**src/design/assert_macros.svh**
```systemverilog
// Assertion macros shared by the parser modules
`ifndef ASSERT_MACROS_SVH
`define ASSERT_MACROS_SVH

// Implication checked on every rising clock edge outside reset
`define ASSERT_IMPL(label, clk, rst_n, ante, cons, msg) \
  label: assert property (@(posedge clk) disable iff (!rst_n) (ante) |-> (cons)) \
    else $error(msg);

// Next-cycle implication checked outside reset
`define ASSERT_NEXT(label, clk, rst_n, ante, cons, msg) \
  label: assert property (@(posedge clk) disable iff (!rst_n) (ante) |=> (cons)) \
    else $error(msg);

`endif

```
**src/design/hidrd_pkg.sv**
```systemverilog
// ----------------------------------------------------------------------------
// hidrd_pkg
// Types and constants of the HID report descriptor parser.
// ----------------------------------------------------------------------------
package hidrd_pkg;

  localparam int USAGE_DEPTH = 16;
  localparam int MAX_FIELDS  = 64;
  localparam int UW          = $clog2(USAGE_DEPTH);
  localparam int FILL_W      = $clog2(USAGE_DEPTH + 1);

  localparam logic [7:0] TAG_MASK    = 8'hFC;
  localparam logic [7:0] TAG_END_COL = 8'hC0;
  localparam logic [7:0] TAG_COL     = 8'hA0;
  localparam logic [7:0] TAG_INPUT   = 8'h80;
  localparam logic [7:0] TAG_COUNT   = 8'h94;
  localparam logic [7:0] TAG_SIZE    = 8'h74;
  localparam logic [7:0] TAG_PAGE    = 8'h04;
  localparam logic [7:0] TAG_LMAX    = 8'h24;
  localparam logic [7:0] TAG_LMIN    = 8'h14;
  localparam logic [7:0] TAG_UMAX    = 8'h28;
  localparam logic [7:0] TAG_UMIN    = 8'h18;
  localparam logic [7:0] TAG_USAGE   = 8'h08;

  localparam logic [2:0] ERR_OK      = 3'd0;
  localparam logic [2:0] ERR_MISSING = 3'd1;
  localparam logic [2:0] ERR_UNPAIR  = 3'd2;
  localparam logic [2:0] ERR_BOTH    = 3'd3;
  localparam logic [2:0] ERR_TAG     = 3'd4;
  localparam logic [2:0] ERR_WIDE    = 3'd5;
  localparam logic [2:0] ERR_FULL    = 3'd6;
  localparam logic [2:0] ERR_OVF     = 3'd7;

  typedef struct packed {
    logic [7:0] desc_byte;
    logic       first;
  } in_word_t;

  typedef struct packed {
    logic [15:0] field_bit_offset;
    logic [5:0]  field_bit_size;
    logic [15:0] field_page;
    logic [15:0] usage_id;
    logic        last;
    logic [2:0]  error_code;
  } out_word_t;

  // one completed item, handed from front to back
  typedef struct packed {
    logic        first;
    logic [7:0]  tag;
    logic [2:0]  size;
    logic [31:0] data;
  } item_t;

endpackage

```
**src/design/hid_report_descriptor_parser_top.sv**
```systemverilog
// ----------------------------------------------------------------------------
// hid_report_descriptor_parser_top
// HID report descriptor parser, short items, one byte per word.
// ----------------------------------------------------------------------------
// channel  direction  payload
// in_      input      in_word_t  (desc_byte, first)
// out_     output     out_word_t (field descriptor or error code)
//
// One byte per cycle while no Input item runs; a complete item enters a
// one-entry queue to the back end. An Input item is checked first and its
// fields (up to the report count) are then emitted by the back-end
// sequencer. Synchronous active-low reset clears all parse state.
// Output stalls hold the back end, and the queue then stalls byte intake.
module hid_report_descriptor_parser_top import hidrd_pkg::*; (
  input  logic      clk,
  input  logic      rst_n,
  input  logic      in_valid,
  output logic      in_ready,
  input  in_word_t  in_data,
  output logic      out_valid,
  input  logic      out_ready,
  output out_word_t out_data
);

  logic  item_valid, item_ready;
  item_t item;

  hidrd_front u_front (
    .clk(clk), .rst_n(rst_n), .in_valid(in_valid), .in_ready(in_ready),
    .in_data(in_data), .item_valid(item_valid), .item_ready(item_ready), .item(item)
  );

  hidrd_back u_back (
    .clk(clk), .rst_n(rst_n), .item_valid(item_valid), .item_ready(item_ready),
    .item(item), .out_valid(out_valid), .out_ready(out_ready), .out_data(out_data)
  );

endmodule

```
**src/design/hidrd_front.sv**
```systemverilog
// ----------------------------------------------------------------------------
// hidrd_front
// Assembles prefix and data bytes into complete items.
// ----------------------------------------------------------------------------
module hidrd_front import hidrd_pkg::*; (
  input  logic     clk,
  input  logic     rst_n,
  input  logic     in_valid,
  output logic     in_ready,
  input  in_word_t in_data,
  output logic     item_valid,
  input  logic     item_ready,
  output item_t    item
);

  logic [2:0]  left_r, left_nxt;
  logic [7:0]  tag_r, tag_nxt;
  logic [2:0]  size_r, size_nxt;
  logic [31:0] acc_r, acc_nxt;
  logic        first_r, first_nxt;
  logic        vld_r, vld_nxt;
  item_t       item_r, item_nxt;
  logic [1:0]  pos;
  logic [2:0]  left_eff;
  logic        acc;

  // one-entry queue toward the back end
  assign in_ready   = !vld_r || item_ready;
  assign acc        = in_valid && in_ready;
  assign item_valid = vld_r;
  assign item       = item_r;
  assign left_eff   = in_data.first ? 3'd0 : left_r;
  assign pos        = 2'(size_r - left_r);

  always_comb begin
    left_nxt  = left_r;
    tag_nxt   = tag_r;
    size_nxt  = size_r;
    acc_nxt   = acc_r;
    first_nxt = first_r;
    vld_nxt   = vld_r && !item_ready;
    item_nxt  = item_r;
    if (acc) begin
      if (in_data.first) first_nxt = 1'b1;
      if (left_eff == 3'd0) begin
        tag_nxt  = in_data.desc_byte & TAG_MASK;
        size_nxt = (in_data.desc_byte[1:0] == 2'd3) ? 3'd4 : {1'b0, in_data.desc_byte[1:0]};
        acc_nxt  = '0;
        if (in_data.desc_byte[1:0] == 2'd0) begin
          vld_nxt   = 1'b1;
          item_nxt  = '{first: first_nxt, tag: tag_nxt, size: 3'd0, data: 32'd0};
          first_nxt = 1'b0;
        end else begin
          left_nxt = size_nxt;
        end
      end else begin
        acc_nxt  = acc_r | (32'(in_data.desc_byte) << {pos, 3'b000});
        left_nxt = left_r - 3'd1;
        if (left_r == 3'd1) begin
          vld_nxt   = 1'b1;
          item_nxt  = '{first: first_nxt, tag: tag_r, size: size_r, data: acc_nxt};
          first_nxt = 1'b0;
        end
      end
    end
  end

  always_ff @(posedge clk) begin
    if (!rst_n) begin
      left_r  <= '0;
      tag_r   <= '0;
      size_r  <= '0;
      acc_r   <= '0;
      first_r <= 1'b0;
      vld_r   <= 1'b0;
    end else begin
      left_r  <= left_nxt;
      tag_r   <= tag_nxt;
      size_r  <= size_nxt;
      acc_r   <= acc_nxt;
      first_r <= first_nxt;
      vld_r   <= vld_nxt;
    end
    item_r <= item_nxt;
  end

`include "assert_macros.svh"
  `ASSERT_IMPL(a_left_range, clk, rst_n, 1'b1, left_r <= size_r, "bytes left exceeds size")
  `ASSERT_NEXT(a_hold, clk, rst_n, vld_r && !item_ready, vld_r && $stable(item_r),
               "queued item changed while stalled")
  `ASSERT_IMPL(a_ready_free, clk, rst_n, !vld_r, in_ready, "front stalled with empty queue")

endmodule

```
**src/design/hidrd_back.sv**
```systemverilog
// ----------------------------------------------------------------------------
// hidrd_back
// Executes items: updates global and local state, emits field and error words.
// ----------------------------------------------------------------------------
module hidrd_back import hidrd_pkg::*; (
  input  logic      clk,
  input  logic      rst_n,
  input  logic      item_valid,
  output logic      item_ready,
  input  item_t     item,
  output logic      out_valid,
  input  logic      out_ready,
  output out_word_t out_data
);

  typedef enum logic [1:0] {S_IDLE, S_READ, S_EMIT} state_t;

  state_t      state_r, state_nxt;
  logic [15:0] count_r, count_nxt;
  logic [5:0]  sz_r, sz_nxt;
  logic [15:0] page_r, page_nxt;
  logic [3:0]  pf_r, pf_nxt;
  logic [FILL_W-1:0] fill_r, fill_nxt;
  logic [15:0] min_r, min_nxt, max_r, max_nxt;
  logic [15:0] off_r, off_nxt;
  logic        err_r, err_nxt;
  logic [6:0]  idx_r, idx_nxt;
  logic        ov_r, ov_nxt;
  out_word_t   od_r, od_nxt;
  logic [15:0] mem [USAGE_DEPTH];
  logic [15:0] rd_r;
  logic        we;
  logic [UW-1:0] wa, ra;
  logic [FILL_W-1:0] fill_e;
  logic [3:0]  pf_e;
  logic [21:0] total;
  logic [22:0] sum;
  logic [15:0] rid;
  logic        take, busy;

  assign busy       = (state_r != S_IDLE) || (ov_r && !out_ready);
  assign item_ready = !busy;
  assign take       = item_valid && item_ready;
  assign fill_e     = item.first ? '0 : fill_r;
  assign pf_e       = item.first ? 4'd0 : pf_r;
  assign total      = 22'(sz_r) * 22'(count_r);
  assign sum        = {7'd0, off_r} + {1'b0, total};
  assign out_valid  = ov_r;
  assign out_data   = od_r;
  assign ra         = (idx_nxt < 7'(fill_r)) ? UW'(idx_nxt) : UW'(fill_r - FILL_W'(1));
  assign wa         = UW'(fill_e);
  assign we         = take && !(err_r && !item.first) && item.tag == TAG_USAGE
                      && item.size != 3'd4 && fill_e < FILL_W'(USAGE_DEPTH);
  assign rid        = (16'(min_r + 16'(idx_r)) > max_r) ? max_r : 16'(min_r + 16'(idx_r));

  always_ff @(posedge clk) begin
    if (we) mem[wa] <= item.data[15:0];
    rd_r <= mem[ra];
  end

  always_comb begin
    state_nxt = state_r;
    count_nxt = count_r; sz_nxt = sz_r; page_nxt = page_r; pf_nxt = pf_r;
    fill_nxt = fill_r; min_nxt = min_r; max_nxt = max_r; off_nxt = off_r;
    err_nxt = err_r; idx_nxt = idx_r;
    ov_nxt = ov_r && !out_ready; od_nxt = od_r;
    if (take) begin
      if (item.first) begin
        count_nxt = '0; sz_nxt = '0; page_nxt = '0; pf_nxt = '0; fill_nxt = '0;
        min_nxt = '0; max_nxt = '0; off_nxt = '0; err_nxt = 1'b0;
      end
      if (!err_nxt) begin
        od_nxt = '0;
        od_nxt.last = 1'b1;
        case (item.tag)
          TAG_END_COL, TAG_LMAX, TAG_LMIN: ;
          TAG_COL: begin
            fill_nxt = '0; pf_nxt = pf_e & 4'b0011; min_nxt = '0; max_nxt = '0;
          end
          TAG_INPUT: state_nxt = S_READ;
          TAG_COUNT: begin
            if (item.data[31:16] != 16'd0) begin
              od_nxt.error_code = ERR_OVF; ov_nxt = 1'b1; err_nxt = 1'b1;
            end else begin
              count_nxt = item.data[15:0]; pf_nxt = pf_e | 4'b0001;
            end
          end
          TAG_SIZE: begin
            if (item.data > 32'd32) begin
              od_nxt.error_code = ERR_OVF; ov_nxt = 1'b1; err_nxt = 1'b1;
            end else begin
              sz_nxt = item.data[5:0]; pf_nxt = pf_e | 4'b0010;
            end
          end
          TAG_PAGE: page_nxt = item.data[15:0];
          TAG_UMAX, TAG_UMIN, TAG_USAGE: begin
            if (item.size == 3'd4) begin
              od_nxt.error_code = ERR_WIDE; ov_nxt = 1'b1; err_nxt = 1'b1;
            end else if (item.tag == TAG_UMAX) begin
              max_nxt = item.data[15:0]; pf_nxt = pf_e | 4'b1000;
            end else if (item.tag == TAG_UMIN) begin
              min_nxt = item.data[15:0]; pf_nxt = pf_e | 4'b0100;
            end else if (fill_e >= FILL_W'(USAGE_DEPTH)) begin
              od_nxt.error_code = ERR_FULL; ov_nxt = 1'b1; err_nxt = 1'b1;
            end else begin
              fill_nxt = fill_e + FILL_W'(1);
            end
          end
          default: begin
            od_nxt.error_code = ERR_TAG; ov_nxt = 1'b1; err_nxt = 1'b1;
          end
        endcase
      end
    end else begin
      case (state_r)
        S_READ: begin
          // checks of the Input item, in priority order
          od_nxt = '0;
          od_nxt.last = 1'b1;
          idx_nxt = '0;
          state_nxt = S_IDLE;
          if (!pf_r[0] || !pf_r[1]) begin
            od_nxt.error_code = ERR_MISSING; ov_nxt = 1'b1; err_nxt = 1'b1;
          end else if (pf_r[2] != pf_r[3]) begin
            od_nxt.error_code = ERR_UNPAIR; ov_nxt = 1'b1; err_nxt = 1'b1;
          end else if (fill_r != '0 && pf_r[2]) begin
            od_nxt.error_code = ERR_BOTH; ov_nxt = 1'b1; err_nxt = 1'b1;
          end else if (sum > 23'hFFFF) begin
            od_nxt.error_code = ERR_OVF; ov_nxt = 1'b1; err_nxt = 1'b1;
          end else if (fill_r == '0 && !pf_r[2]) begin
            off_nxt = sum[15:0];
          end else if (count_r > 16'(MAX_FIELDS)) begin
            od_nxt.error_code = ERR_OVF; ov_nxt = 1'b1; err_nxt = 1'b1;
          end else if (count_r == 16'd0) begin
            fill_nxt = '0; pf_nxt = pf_r & 4'b0011; min_nxt = '0; max_nxt = '0;
          end else begin
            state_nxt = S_EMIT;
          end
        end
        S_EMIT: begin
          if (!ov_r || out_ready) begin
            ov_nxt = 1'b1;
            od_nxt.field_bit_offset = off_r;
            od_nxt.field_bit_size = sz_r;
            od_nxt.field_page = page_r;
            od_nxt.usage_id = (fill_r != '0) ? rd_r : rid;
            od_nxt.last = (17'(idx_r) + 17'd1 == {1'b0, count_r});
            od_nxt.error_code = ERR_OK;
            off_nxt = off_r + 16'(sz_r);
            idx_nxt = idx_r + 7'd1;
            if (od_nxt.last) begin
              state_nxt = S_IDLE;
              fill_nxt = '0; pf_nxt = pf_r & 4'b0011; min_nxt = '0; max_nxt = '0;
            end
          end
        end
        default: ;
      endcase
    end
  end

  always_ff @(posedge clk) begin
    if (!rst_n) begin
      state_r <= S_IDLE;
      count_r <= '0; sz_r <= '0; page_r <= '0; pf_r <= '0; fill_r <= '0;
      min_r <= '0; max_r <= '0; off_r <= '0; err_r <= 1'b0; idx_r <= '0; ov_r <= 1'b0;
    end else begin
      state_r <= state_nxt;
      count_r <= count_nxt; sz_r <= sz_nxt; page_r <= page_nxt; pf_r <= pf_nxt;
      fill_r <= fill_nxt; min_r <= min_nxt; max_r <= max_nxt; off_r <= off_nxt;
      err_r <= err_nxt; idx_r <= idx_nxt; ov_r <= ov_nxt;
    end
    od_r <= od_nxt;
  end

`include "assert_macros.svh"
  `ASSERT_IMPL(a_fill_max, clk, rst_n, 1'b1, fill_r <= FILL_W'(USAGE_DEPTH),
               "usage fill over depth")
  `ASSERT_IMPL(a_err_last, clk, rst_n, ov_r && od_r.error_code != ERR_OK, od_r.last,
               "error word without last")
  `ASSERT_IMPL(a_emit_count, clk, rst_n, state_r == S_EMIT, 17'(idx_r) < {1'b0, count_r},
               "field index past report count")

endmodule

```
**config.mk**
```make
export PLATFORM = sky130hd
export DESIGN_NAME = hid_report_descriptor_parser_top
export DESIGN_NICKNAME = d
export VERILOG_FILES = /design/src/design/hidrd_pkg.sv /design/src/design/hid_report_descriptor_parser_top.sv /design/src/design/hidrd_front.sv /design/src/design/hidrd_back.sv
export VERILOG_INCLUDE_DIRS = /design/src /design/src/design
export SDC_FILE = /design/constraint.sdc
export NUM_CORES = 1
export LEC_CHECK = 0
export BUFFER_PORTS_ARGS = -buffer_cell sky130_fd_sc_hd__buf_2
export CAP_MARGIN = 20
export CORE_ASPECT_RATIO = 1.5
export CORE_MARGIN = 2
export CORE_UTILIZATION = 53
export DETAILED_ROUTE_END_ITERATION = 16
export HOLD_SLACK_MARGIN = 0.02
export PLACE_DENSITY = 0.73
export RECOVER_POWER = 100
export SYNTH_ARGS = -nofsm -noshare
export SYNTH_HDL_FRONTEND = slang
export SYNTH_HIERARCHICAL = 1
export SYNTH_SLANG_ARGS = --single-unit
```
**constraint.sdc**
```tcl
create_clock -name clk -period 18.1 [get_ports clk]
set_clock_uncertainty 0.2 [all_clocks]
set_input_delay 0.905 -clock clk [delete_from_list [all_inputs] [get_ports clk]]
set_output_delay 0.905 -clock clk [all_outputs]
set_load 0.02 [all_outputs]
```
# Word-level counts from Yosys, hierarchy flattened

Memories as Yosys holds them, arrays and structs flattened. A register that Yosys moved wholly into a read port is not among the register bits.
Cells that the tools add are included.
W data, S select, Z words.

Memory bits (writable): 256
Memories: 1
Memory bits (read-only): 0
Word-level logic and storage cells: 298
Bits of input ports: 13
Latch bits: 0
Flip-flop bits (word level): 254

Memory list:

| name       | depth | width | rd ports | clocked after Yosys merged registers in | write ports | line             | text |
|---|---|---|---|---|---|---|---|
| u_back.mem | 16    | 16    | 1        | 1                                       | 1           | hidrd_back.sv:30 | `logic [15:0] mem [USAGE_DEPTH];` |

Equal/unequal tests: 35
Shifts and indexed selects: 1
Multiplexer cells: 169
Reduce and logical (&&, ||, !) cells: 45
$lt $le $gt $ge: 7
Bitwise gates (word level): 1
Divide/modulo/power cells: 0
$mul: 1
$add $sub $neg: 9

Operator list:

| operator               | count |
|---|---|
| $mux W16               | 37 |
| $mux W58               | 3 |
| $mux W44               | 3 |
| $pmux W16 S2           | 4 |
| $pmux W58 S2           | 1 |
| $mux W5                | 16 |
| $mux W4                | 15 |
| $mux W3                | 17 |
| $mux W1                | 43 |
| $eq A8 B8 Y1 const B   | 4 |
| $gt A32 B6 Y1 const B  | 1 |
| $mux W32               | 1 |
| $or A32 B32 Y32        | 1 |
| $shl A8 B5 Y32         | 1 |
| $mux W2                | 13 |
| $mux W6                | 4 |
| $add A16 B22 Y23       | 1 |
| $gt A23 B16 Y1 const B | 1 |
| $mul A6 B16 Y22        | 1 |
| $pmux W5 S2            | 2 |
| $ne A3 B2 Y1 const B   | 6 |
| $eq A17 B16 Y1         | 1 |
| $add A16 B6 Y16        | 1 |
| $add A16 B7 Y16        | 1 |
| 52 further kinds       | 90 |

# Longest topological paths before layout

Word-level depth: 11
Depth in mapped cells: 24

# Modules after synthesis

The synthesis kept the hierarchy.

Modules (own cells, without submodules):

| module      | cells each | area each (um^2) | times used | seq. area each (um^2) |
|---|---|---|---|---|
| hidrd_back  | 2328       | 23443.7          | 1          | 11871.4 |
| hidrd_front | 347        | 3489.6           | 1          | 2182.1 |

# Worst setup path after synthesis

OpenSTA, ideal clock, no wires.

Path kind: input to register
Start: in out_ready
End: reg u_back.state_r[1]
Arrival time: 6.958 ns
Setup time: 0.065 ns
Setup slack: 10.877 ns
Stages: 7
Cell sequence: nor2b_1 > nor2_1 > a221oi_1 > nand2_1 > a21oi_1 > mux2_2 > nor2_1

Cells in the longest elaborated chain, start to end: 7

Ends and longest elaborated chain:

| item                                                 | line                                   | text |
|---|---|---|
| from (decl)                                          | hid_report_descriptor_parser_top.sv:21 | `input logic out_ready,` |
| $logic_not A1 Y1                                     | hidrd_back.sv:41                       | `assign busy = (state_r != S_IDLE) \|\| (ov_r && !out_ready);` |
| $logic_and A1 B1 Y1                                  | hidrd_back.sv:41                       |  |
| $logic_or A1 B1 Y1                                   | hidrd_back.sv:41                       |  |
| $logic_not A1 Y1                                     | hidrd_back.sv:42                       | `assign item_ready = !busy;` |
| $logic_and A1 B1 Y1                                  | hidrd_back.sv:43                       | `assign take = item_valid && item_ready;` |
| $ne A3 B1 Y1 (no line), or another cell as far along | n/a                                    |  |
| $reduce_and A5 Y1 (no line)                          | n/a                                    |  |
| to (signal assigned)                                 | hidrd_back.sv:168                      | `state_r <= state_nxt;` |
| to (decl)                                            | hidrd_back.sv:18                       | `state_t state_r, state_nxt;` |

Parallel ways exist; a longest one is shown, timed or not.
A chain may end at the register's enable or synchronous reset.

# Final worst setup path

Start: reg u_back.state_r[0]
End: reg u_back.rd_r[11], read port of u_back.mem

Cells in the longest elaborated chain, start to end: 7

Ends and longest elaborated chain:

| item                                                                | line             | text |
|---|---|---|
| parallel branches: the longest is 4 deep, another holds $pmux W7 S2 | n/a              |  |
| $mux W7 *                                                           | hidrd_back.sv:67 | `if (take) begin` |
| net u_back.idx_nxt[2]                                               | hidrd_back.sv:27 | `logic [6:0] idx_r, idx_nxt;` |
| $lt A7 B5 Y1                                                        | hidrd_back.sv:50 | `assign ra = (idx_nxt < 7'(fill_r)) ? UW'(idx_nxt) : UW'(fill_r - FILL_W'(1));` |
| $mux W4 *                                                           | hidrd_back.sv:50 |  |
| to (decl)                                                           | hidrd_back.sv:31 | `logic [15:0] rd_r;` |

Mark *: on every way through the listed nets, which the timed path passes.

==> run summary <==
status = finished, violations left
failing checks = max-capacitance violations, max-slew violations
Slew Limit Fails = 559
vias in the first global route = 20,223
Post-layout nets = 2,872
leakage = 10.5 nW
number of synthesized register bits = 524
most frequent cell after synthesis = nand2_1
adder-cell share of the synthesized area = 0.0963
Crit path required time = 18,410 ps
register area share after synthesis = 0.522
Post-synth EDFFs = 356
Worst VDD drop = 0.0658 mV
post-synthesis simple-gate area fraction = 0.197
CTS Hold Buffers Added = 0
Startpoint Class = register
row cnt = 101
Commonest cells post-synth = nand2_1 (460), edfxtp_1 (356), nand3_1 (234), a21oi_1 (169), dfxtp_1 (168)
Synth Cell Area = 0.0269 sq mm
top_reg_cell synth = edfxtp_1
CTS buffer count = 48
Die Span X = 188 um
top-level port count = 73
Ys Warns = 6
Synth Instances = 2,675
Compound-Gate Fraction of Synth Area = 0.116
hold_sp = u_front/tag_r[2]$_SDFFE_PN0P_
Clock transition at path regs = 70 ps
share of synthesized flip-flops with an asynchronous set or reset = 0
post-synth top area cell = edfxtp_1
min-delay worst type = reg2reg
clock sinks = 524
unrepaired setup endpoints after global routing = no
Max Clock Freq = 90.0 MHz
crit path kind = reg2reg
DRC Markers = 0
syn avg cell area = 10.1 sq um
synth top area cells = edfxtp_1 (40%), dfxtp_1 (12%), nand2_1 (6.4%)
Antenna Violating Nets Remaining = 0
drt first pass iters = 5
DP Wirelength = 48,100 um
layout cell share with drive strength beyond 1 = 0.0465
cts repair resizes = 0
slowest CP cell = clkbuf_1
Critical Path End Type = register
final wirelength = 72,800 um
r2r startpoint = u_back/state_r[0]$_SDFFE_PN0P_
Worst Hold Depth = 2
Worst Tran Pin Value = 4450 ps
Port Buffer Count = 72
Post-Synth XOR/XNOR Area = 0.0151
average wire per standard cell = 21.4 um
CP peak stage delay = 3190 ps
reg-to-reg slack, setup = 6990 ps
Power Total = 2.50 mW
critical path launch point = u_back/state_r[0]$_SDFFE_PN0P_
final hold violation count = 0
mux share of post-synthesis cell area = 0.00994
Vias/cell = 6.04
starting density of the core = 0.534
via count = 20,549
die area = 0.0527 sq mm
# H-tree levels = 2
crit share post-route = 0.614
Die H = 280 um
global-route wire length before repair = 112,000 um
CP Cell Sequence = inv_1, ha_1, clkbuf_1, nand3_1, o21ai_0, a22o_1, ha_1, a211o_1, a31oi_1, a31oi_1, nor4b_1, mux2_1, clkbuf_1, nand2_1, a31oi_1, a32oi_1, nand3_1
MaxCap Viol Count = 16
largest net degree at the start of global routing = 96
Netlist cell types = 83
crit path DAT = 11,410 ps
post-layout minimum cycle time = 11,110 ps
initial detailed-routing violation count = 1,821
core area = 0.0504 sq mm
n_diodes = 0
post-synth top area share = 0.397
CTS tree = built
total global-route track usage = 0.274
initial antenna violation count = 0
final setup vio count = 0
Worst R2R End = u_back/rd_r[11]$_DFF_P_
GP Congestion = 0.926
Rel. slew slack = -1.97
clock root cell = clkbuf_16
cell repeated most along the worst path = a31oi_1
# Post-CTS Setup Buffers = 0
Clock Tree Buf Depth = 3
total global routing overflow = 0
CP Max Fanout = 95
largest family of logic cells by synthesized area = simple AND/OR/NAND/NOR gates
Clock Latency Late Sink = 590 ps
R2R depth = 17
Fin Setup TNS = 0 ps
WHS Endpoint = u_front/tag_r[2]$_SDFFE_PN0P_
area delta synth->final = 8.85%
Cell Pwr Density = 85.4 mW/mm^2
flip-flops by register name, summed over array words and instances (netlist names), 32 cells and up:
name,flops
u_front/acc_r,32
u_back/mem,256
u_front/item,42
u_back/out_data,58
per-stage QoR:
stage,setup slack (ps),cells,utilization,area [sq um],hold slack (ps)
finish,6990,3403,0.581,29300,262
global route,6330,3403,0.581,29300,289
CTS,11060,3399,0.586,29600,258
detailed placement,11100,3310,0.553,27900,248
global placement,11360,3309,0.553,27900,242
floorplan,10880,2676,-,26900,235
worst max-delay path by stage:
stage,end
2_1_floorplan,u_back/state_r[1]$_SDFFE_PN0P_
3_3_place_gp,u_back/max_r[3]$_SDFFE_PN0P_
3_5_place_dp,u_back/min_r[2]$_SDFFE_PN0P_
4_1_cts,u_back/min_r[2]$_SDFFE_PN0P_
5_1_grt,u_back/rd_r[5]$_DFF_P_
6_report,u_back/rd_r[11]$_DFF_P_
cell families after synthesis:
group | Yosys count
mux | 26
simple gates | 1136
buf+inv | 294
compound gates | 485
fa+ha+maj | 164
xor+xnor | 45
other cells | 1
flops | 524
report_power, final:
part           leakage (nW)  internal [mW]  switching, mW
Combinational          5.12         0.0338          0.102
Sequential             4.56           1.29         0.0103
Clock                 0.812          0.609          0.457
per-layer routing:
metal	GRT usage	part of all wire
met5	0	0
met4	0.164	0.063
met3	0.0325	0.059
met2	0.485	0.51
met1	0.319	0.37
cell usage in the layout, fill, tap and decap left out, drive strengths merged, types with 12 or more instances in the layout:
master,n
nand2,460
edfxtp,356
nand3,234
a21oi,169
dfxtp,168
nor2,166
clkbuf,163
and2,140
inv,136
ha,92
o21ai,75
fa,72
a31oi,59
xnor2,30
buf,28
a311oi,26
nor3,23
nand2b,21
mux2i,20
nor2b,19
nor4,17
a32oi,17
a21o,16
o31ai,15
a211oi,15
a22o,14
xor2,14
clkinv,14
nand4,13
a22oi,12
and3,12
critical path: cells and delay by family, from the launching register on:
family | cells | cell delay, ps
buffers and inverters | 3 | 4640
adder cells (fa/ha/maj) | 2 | 450
multiplexers | 1 | 1120
flip-flops | 1 | 330
AND/OR/NAND/NOR | 4 | 2440
AO/OA/AOI/OAI | 7 | 1770
cell type report:
class | instances | area (sq um)
clock buffers | 62 | 1360
clock inverters | 27 | 328
fillers | 4236 | 21100
inverters | 134 | 503
multi-input cells | 1858 | 11700
flip-flops and latches | 524 | 14100
well taps | 669 | 837
repair buffers | 129 | 582
(Power assumes the default switching activity.)
